`src/hw/rtl/siq_pkg.sv`:
```
// ----------------------------------------------------------------------------
// siq_pkg
// Types and constants shared by the sorted insert priority queue modules.
// ----------------------------------------------------------------------------
package siq_pkg;

    localparam int CAPACITY    = 16;
    localparam int DATA_WIDTH  = 32;
    localparam int CNT_W       = $clog2(CAPACITY + 1);
    localparam int VALUE_W     = 32;
    localparam int COUNT_OUT_W = 5;
    localparam int RESULT_W    = 40;

    typedef logic signed [DATA_WIDTH-1:0] t_data;

    typedef enum logic {
        ACT_ENQUEUE = 1'b0,
        ACT_DEQUEUE = 1'b1
    } t_action;

    typedef enum logic [1:0] {
        ERR_OK    = 2'd0,
        ERR_FULL  = 2'd1,
        ERR_EMPTY = 2'd2
    } t_err;

    // Broadcast from the top level to every cell.
    typedef struct packed {
        logic               ins;
        logic               del;
        t_data              value;
        logic [CNT_W-1:0]   count;
    } t_cell_ctrl;

    // Result transaction, head_value in the lowest bits.
    typedef struct packed {
        t_err                     error_code;
        logic [COUNT_OUT_W-1:0]   entry_count;
        logic                     is_empty;
        logic [VALUE_W-1:0]       head_value;
    } t_result;

endpackage

```
`src/hw/rtl/siq_cell.sv`:
```
// ----------------------------------------------------------------------------
// siq_cell
// One slot of the sorted shift register: compares its entry with the
// broadcast value, then keeps, takes the new value or shifts a neighbor in.
// ----------------------------------------------------------------------------
module siq_cell (
    input  logic                         i_clk,
    input  siq_pkg::t_cell_ctrl          i_ctrl,
    input  logic [siq_pkg::CNT_W-1:0]    i_index,
    input  siq_pkg::t_data               i_prev_data,
    input  logic                         i_prev_keep,
    input  siq_pkg::t_data               i_next_data,
    output siq_pkg::t_data               o_data,
    output logic                         o_keep
);

    siq_pkg::t_data r_data;
    siq_pkg::t_data n_data;

    // Entry stays put when it is live and not smaller than the new value.
    assign o_keep = (i_index < i_ctrl.count) && (r_data >= i_ctrl.value);
    assign o_data = r_data;

    always_comb begin
        n_data = r_data;
        if (i_ctrl.ins) begin
            if (!o_keep) begin
                // First slot that gives way takes the value, the rest shift down.
                n_data = i_prev_keep ? i_ctrl.value : i_prev_data;
            end
        end else if (i_ctrl.del) begin
            n_data = i_next_data;
        end
    end

    always_ff @(posedge i_clk) begin
        r_data <= n_data;
    end

endmodule

```
`src/hw/rtl/sorted_insert_priority_queue.sv`:
```
// ----------------------------------------------------------------------------
// sorted_insert_priority_queue
// Bounded max-priority queue built from a chain of compare-and-shift cells.
// ----------------------------------------------------------------------------
// One transaction per clock: every cell compares its entry with the incoming
// value in the same cycle and the chain shifts in one step, so an enqueue or
// dequeue is applied at once and its registered result transaction reaches
// the master side in the cycle after acceptance. The slave side stalls only
// while a finished result waits in the output register and the master side
// is not ready. tuser carries the action (0 enqueue, 1 dequeue); equal values
// leave in arrival order; enqueue on a full queue and dequeue on an empty
// one leave the contents unchanged and are reported in error_code.
// ----------------------------------------------------------------------------
module sorted_insert_priority_queue (
    input  logic                          i_clk,
    input  logic                          i_rst_n,
    input  logic                          i_s_axis_tvalid,
    output logic                          o_s_axis_tready,
    input  logic [siq_pkg::VALUE_W-1:0]   i_s_axis_tdata,   // [31:0] value
    input  logic                          i_s_axis_tuser,   // [0] action
    output logic                          o_m_axis_tvalid,
    input  logic                          i_m_axis_tready,
    // [31:0] head_value, [32] is_empty, [37:33] entry_count, [39:38] error_code
    output logic [siq_pkg::RESULT_W-1:0]  o_m_axis_tdata
);

    localparam int CAP = siq_pkg::CAPACITY;

    logic [siq_pkg::CNT_W-1:0] r_count;
    logic [siq_pkg::CNT_W-1:0] n_count;
    logic                      r_out_valid;
    siq_pkg::t_result          r_result;
    siq_pkg::t_result          n_result;

    siq_pkg::t_cell_ctrl       w_ctrl;
    siq_pkg::t_data            w_value;
    siq_pkg::t_data            w_head;
    siq_pkg::t_action          w_action;
    siq_pkg::t_err             w_err;
    logic                      w_accept;
    logic                      w_full;
    logic                      w_empty;

    siq_pkg::t_data            w_data      [CAP];
    siq_pkg::t_data            w_prev_data [CAP];
    siq_pkg::t_data            w_next_data [CAP];
    logic                      w_keep      [CAP];
    logic                      w_prev_keep [CAP];

    assign o_s_axis_tready = !r_out_valid || i_m_axis_tready;
    assign w_accept        = i_s_axis_tvalid && o_s_axis_tready;
    assign w_action        = siq_pkg::t_action'(i_s_axis_tuser);
    assign w_value         = siq_pkg::DATA_WIDTH'(64'(signed'(i_s_axis_tdata)));
    assign w_full          = (r_count == siq_pkg::CNT_W'(CAP));
    assign w_empty         = (r_count == '0);

    assign w_ctrl.ins   = w_accept && (w_action == siq_pkg::ACT_ENQUEUE) && !w_full;
    assign w_ctrl.del   = w_accept && (w_action == siq_pkg::ACT_DEQUEUE) && !w_empty;
    assign w_ctrl.value = w_value;
    assign w_ctrl.count = r_count;

    genvar g;
    generate
        for (g = 0; g < CAP; g++) begin : g_cell
            if (g == 0) begin : g_first
                assign w_prev_data[g] = w_value;
                assign w_prev_keep[g] = 1'b1;
            end else begin : g_inner
                assign w_prev_data[g] = w_data[g-1];
                assign w_prev_keep[g] = w_keep[g-1];
            end
            if (g == CAP - 1) begin : g_last
                assign w_next_data[g] = '0;
            end else begin : g_body
                assign w_next_data[g] = w_data[g+1];
            end

            siq_cell u_cell (
                .i_clk       (i_clk),
                .i_ctrl      (w_ctrl),
                .i_index     (siq_pkg::CNT_W'(g)),
                .i_prev_data (w_prev_data[g]),
                .i_prev_keep (w_prev_keep[g]),
                .i_next_data (w_next_data[g]),
                .o_data      (w_data[g]),
                .o_keep      (w_keep[g])
            );
        end
    endgenerate

    always_comb begin
        n_count = r_count;
        if (w_ctrl.ins) begin
            n_count = r_count + 1'b1;
        end else if (w_ctrl.del) begin
            n_count = r_count - 1'b1;
        end
    end

    // Head after this step, mirroring what cell 0 loads.
    always_comb begin
        w_head = w_data[0];
        if (w_ctrl.ins) begin
            w_head = w_keep[0] ? w_data[0] : w_value;
        end else if (w_ctrl.del) begin
            w_head = w_data[1];
        end
    end

    always_comb begin
        w_err = siq_pkg::ERR_OK;
        if (w_action == siq_pkg::ACT_ENQUEUE && w_full) begin
            w_err = siq_pkg::ERR_FULL;
        end else if (w_action == siq_pkg::ACT_DEQUEUE && w_empty) begin
            w_err = siq_pkg::ERR_EMPTY;
        end
    end

    always_comb begin
        n_result.error_code  = w_err;
        n_result.entry_count = siq_pkg::COUNT_OUT_W'(n_count);
        n_result.is_empty    = (n_count == '0);
        n_result.head_value  = (n_count == '0) ? '0
                             : siq_pkg::VALUE_W'(64'(w_head));
    end

    always_ff @(posedge i_clk) begin
        if (!i_rst_n) begin
            r_count     <= '0;
            r_out_valid <= 1'b0;
        end else begin
            r_count <= n_count;
            if (w_accept) begin
                r_out_valid <= 1'b1;
            end else if (i_m_axis_tready) begin
                r_out_valid <= 1'b0;
            end
        end
    end

    always_ff @(posedge i_clk) begin
        if (w_accept) begin
            r_result <= n_result;
        end
    end

    assign o_m_axis_tvalid = r_out_valid;
    assign o_m_axis_tdata  = r_result;

endmodule

```
`config.mk`:
```
export PLATFORM = sky130hd
export DESIGN_NAME = sorted_insert_priority_queue
export DESIGN_NICKNAME = d
export VERILOG_FILES = /design/src/hw/rtl/siq_pkg.sv /design/src/hw/rtl/siq_cell.sv /design/src/hw/rtl/sorted_insert_priority_queue.sv
export SDC_FILE = /design/constraint.sdc
export NUM_CORES = 2
export LEC_CHECK = 0
export BUFFER_PORTS_ARGS = -buffer_cell sky130_fd_sc_hd__buf_2
export CAP_MARGIN = 5
export CORE_MARGIN = 5
export CORE_UTILIZATION = 55
export DETAILED_ROUTE_END_ITERATION = 8
export PLACE_DENSITY = 0.7
export SLEW_MARGIN = 20
export SYNTH_ARGS = -nofsm -noshare
export SYNTH_HDL_FRONTEND = slang
export SYNTH_HIERARCHICAL = 1
export SYNTH_SLANG_ARGS = --single-unit
```
`constraint.sdc`:
```
create_clock -name i_clk -period 16.8 [get_ports i_clk]
set_input_delay 0.84 -clock i_clk [delete_from_list [all_inputs] [get_ports i_clk]]
set_output_delay 0.84 -clock i_clk [all_outputs]
set_load 0.03 [all_outputs]
```
==> results.toml <==
[place]
hpwl_um = 92240
place_congestion = 0.9074
port_buffers = 78

[detailed_routing]
avgViaCountPerCell = 6.052
dr.pass1.iters = 5
avgRoutedWirePerCell_um = 21.92
drtIter0Drc = 3010
postRouteAntennaNets = 0
drt_wl_total_um = 128600
route.detailed.drc = 0
vias = 35510

[clocking]
cts.sinks = 558
cts_setup_buffers = 0
htree_levels = 3
ctsResizeCount = 0
clk-insertion-delay-late_ns = 0.62
cts_hold_buffers = 0
cts.clk_slew.worst_paths_ns = 0.06
cts_tree = "yes"
cts-root-buf = "clkbuf_16"
cts_buffer_depth = 3
cts_buffers = 67

[floorplanning]
die_w_um = 292.5
fp.dieH_um = 292.5
io-pin-count = 79
initial_core_util_pct = 55.49
die_area_mm2 = 0.08558
core_mm2 = 0.07913
fp-row-count = 103

[job]
cap_violations = 0

[global_route]
grt_max_degree = 234
grt-ovfl-total = 0
grtUsageTotal_pct = 29.14
grt_pass1_vias = 34800
antenna_found_initial = 1
grt_pass1_wl_um = 197900

[worst_setup_path]
critical_path.top_delay_family = "buffers and inverters"
r2r_slack_ns = 10.52
critical_path_arrival_ns = 6.61
worstSetupPathDepth = 12
crit_path_start = "r_count[0]"
worst_path_most_repeated_cell = "buf_4"
critical-path-max-stage-delay_ns = 0.81
rr_endpoint = "g_cell[4].u_cell/o_data[9]"
setup.worst_path.end_class = "flop"
crit_buf_inv = 6
path_cells = "inv_1 > ha_1 > nor3b_4 > a21oi_4 > buf_4 > buf_12 > buf_4 > buf_12 > mux2_2 > a31oi_1 > nand3_1 > buf_4"
crit_path_top_delay_cell = "dfxtp_1"
required_ns = 17.13
cp-endpoint = "g_cell[4].u_cell/o_data[9]"
path_class = "flop to flop"
cp_max_fo = 233
r2r_cells = 12
reg2reg_from = "r_count[0]"
start_kind = "flop"

[final_layout]
layout_commonest_cell = "a21oi_1"
final_cell_mix = "735 x a21oi_1, 599 x inv_1, 578 x ha_1"
antenna_cells = 0
n_fill_cell = 6821
areaGrowthSynthToFinish_pct = 9.162
nNetsFinal = 5382
layout-drive-gt1-share_pct = 7.389

[synthesis]
syn-cell-area_mm2 = 0.04391
yosysWarnings = 6
synth.avg_cell_area_um2 = 9.452
syn_inst = 4645

[timing]
max_freq_ghz = 0.1592
hold_viol = 0
whs_ns = 0.5056
finalCriticalPeriod_ns = 6.283
min_period_over_period_pct = 37.40
worst_pin_slew_ns = 1.191
fin_skew_ns = 0.03283
fin_setup_tns_ns = 0
relSlewSlack_pct = 20.57
drv_slew = 0
rsz0062_at_grt = "no"
setup_viol = 0

[power_and_ir_drop]
vdd_drop_max_v = 0.00009246
p_leak_uw = 0.02048
power.density_mw_per_mm2 = 109.5

[min_path]
min_path_type = "input port to flop"

[outcome]
outcome = "complete, no violations"
## state kept, by name, summed over array words and instances (netlist names)
register,count
g_cell.u_cell/o_data,512
o_m_axis_tdata,40
r_count,5
o_m_axis_tvalid,1
## metal layers
layer | wire length [um] | part of all wire [%] | up-vias | GRT usage, %
li1 | - | - | 16940 | -
met1 | 52370 | 41 | 16950 | 36.63
met3 | 8288 | 6.4 | 363 | 4.580
met5 | 0 | 0 | - | 0
met4 | 7832 | 6.1 | 0 | 15.47
met2 | 60150 | 47 | 1261 | 48.62
## report_power, final
group	internal, uW	leakage, uW	switching, uW
clock network	870	0.00105	607
registers	1890	0.00524	257
logic	620	0.0142	1000
total	3380	0.0205	1870
## per-stage QoR
stage	util [%]	power, uW	area, um^2	worst slack, ns	std cells
CTS	60.56	5250	47920	10.53	5868
global route	60.57	5527	47930	10.00	5868
floorplan	-	3232	44320	10.58	4756
finish	60.57	5249	47930	10.52	5868
global placement	57.80	3707	45740	10.61	5748
detailed placement	57.80	3768	45740	10.55	5748
## how the worst min path moves through the flow
stage	start	end	slack [ns]	depth (start not counted)
after floorplan	g_cell[15].u_cell/o_data[0]	g_cell[14].u_cell/o_data[0]	0.56	2
after global placement	g_cell[15].u_cell/o_data[13]	g_cell[14].u_cell/o_data[13]	0.58	2
after detailed placement	g_cell[15].u_cell/o_data[9]	g_cell[14].u_cell/o_data[9]	0.60	2
after CTS	i_rst_n	r_count[0]	0.47	2
after global routing	i_rst_n	r_count[3]	0.50	2
final	i_rst_n	r_count[0]	0.51	2
## cell type report
cell class,instances,area [um^2],share of cell area (%)
Clock buffer,82,1754,3.660
Clock inverter,38,434.2,0.9059
Tap cell,1050,1314,2.741
Multi-Input combinational cell,3400,24600,51.32
Sequential cell,558,16700,34.84
Timing Repair Buffer,140,880.8,1.838
Inverter,600,2252,4.699
## worst register-to-register path: stages, from the launching register on
cell,delay (ns)
dfxtp_1,0.81
inv_1,0.20
ha_1,0.29
nor3b_4,0.19
a21oi_4,0.18
buf_4,0.54
buf_12,0.71
buf_4,0.85
buf_12,0.73
mux2_2,0.48
a31oi_1,0.15
nand3_1,0.45
buf_4,0.43
(Power assumes the default switching activity.)
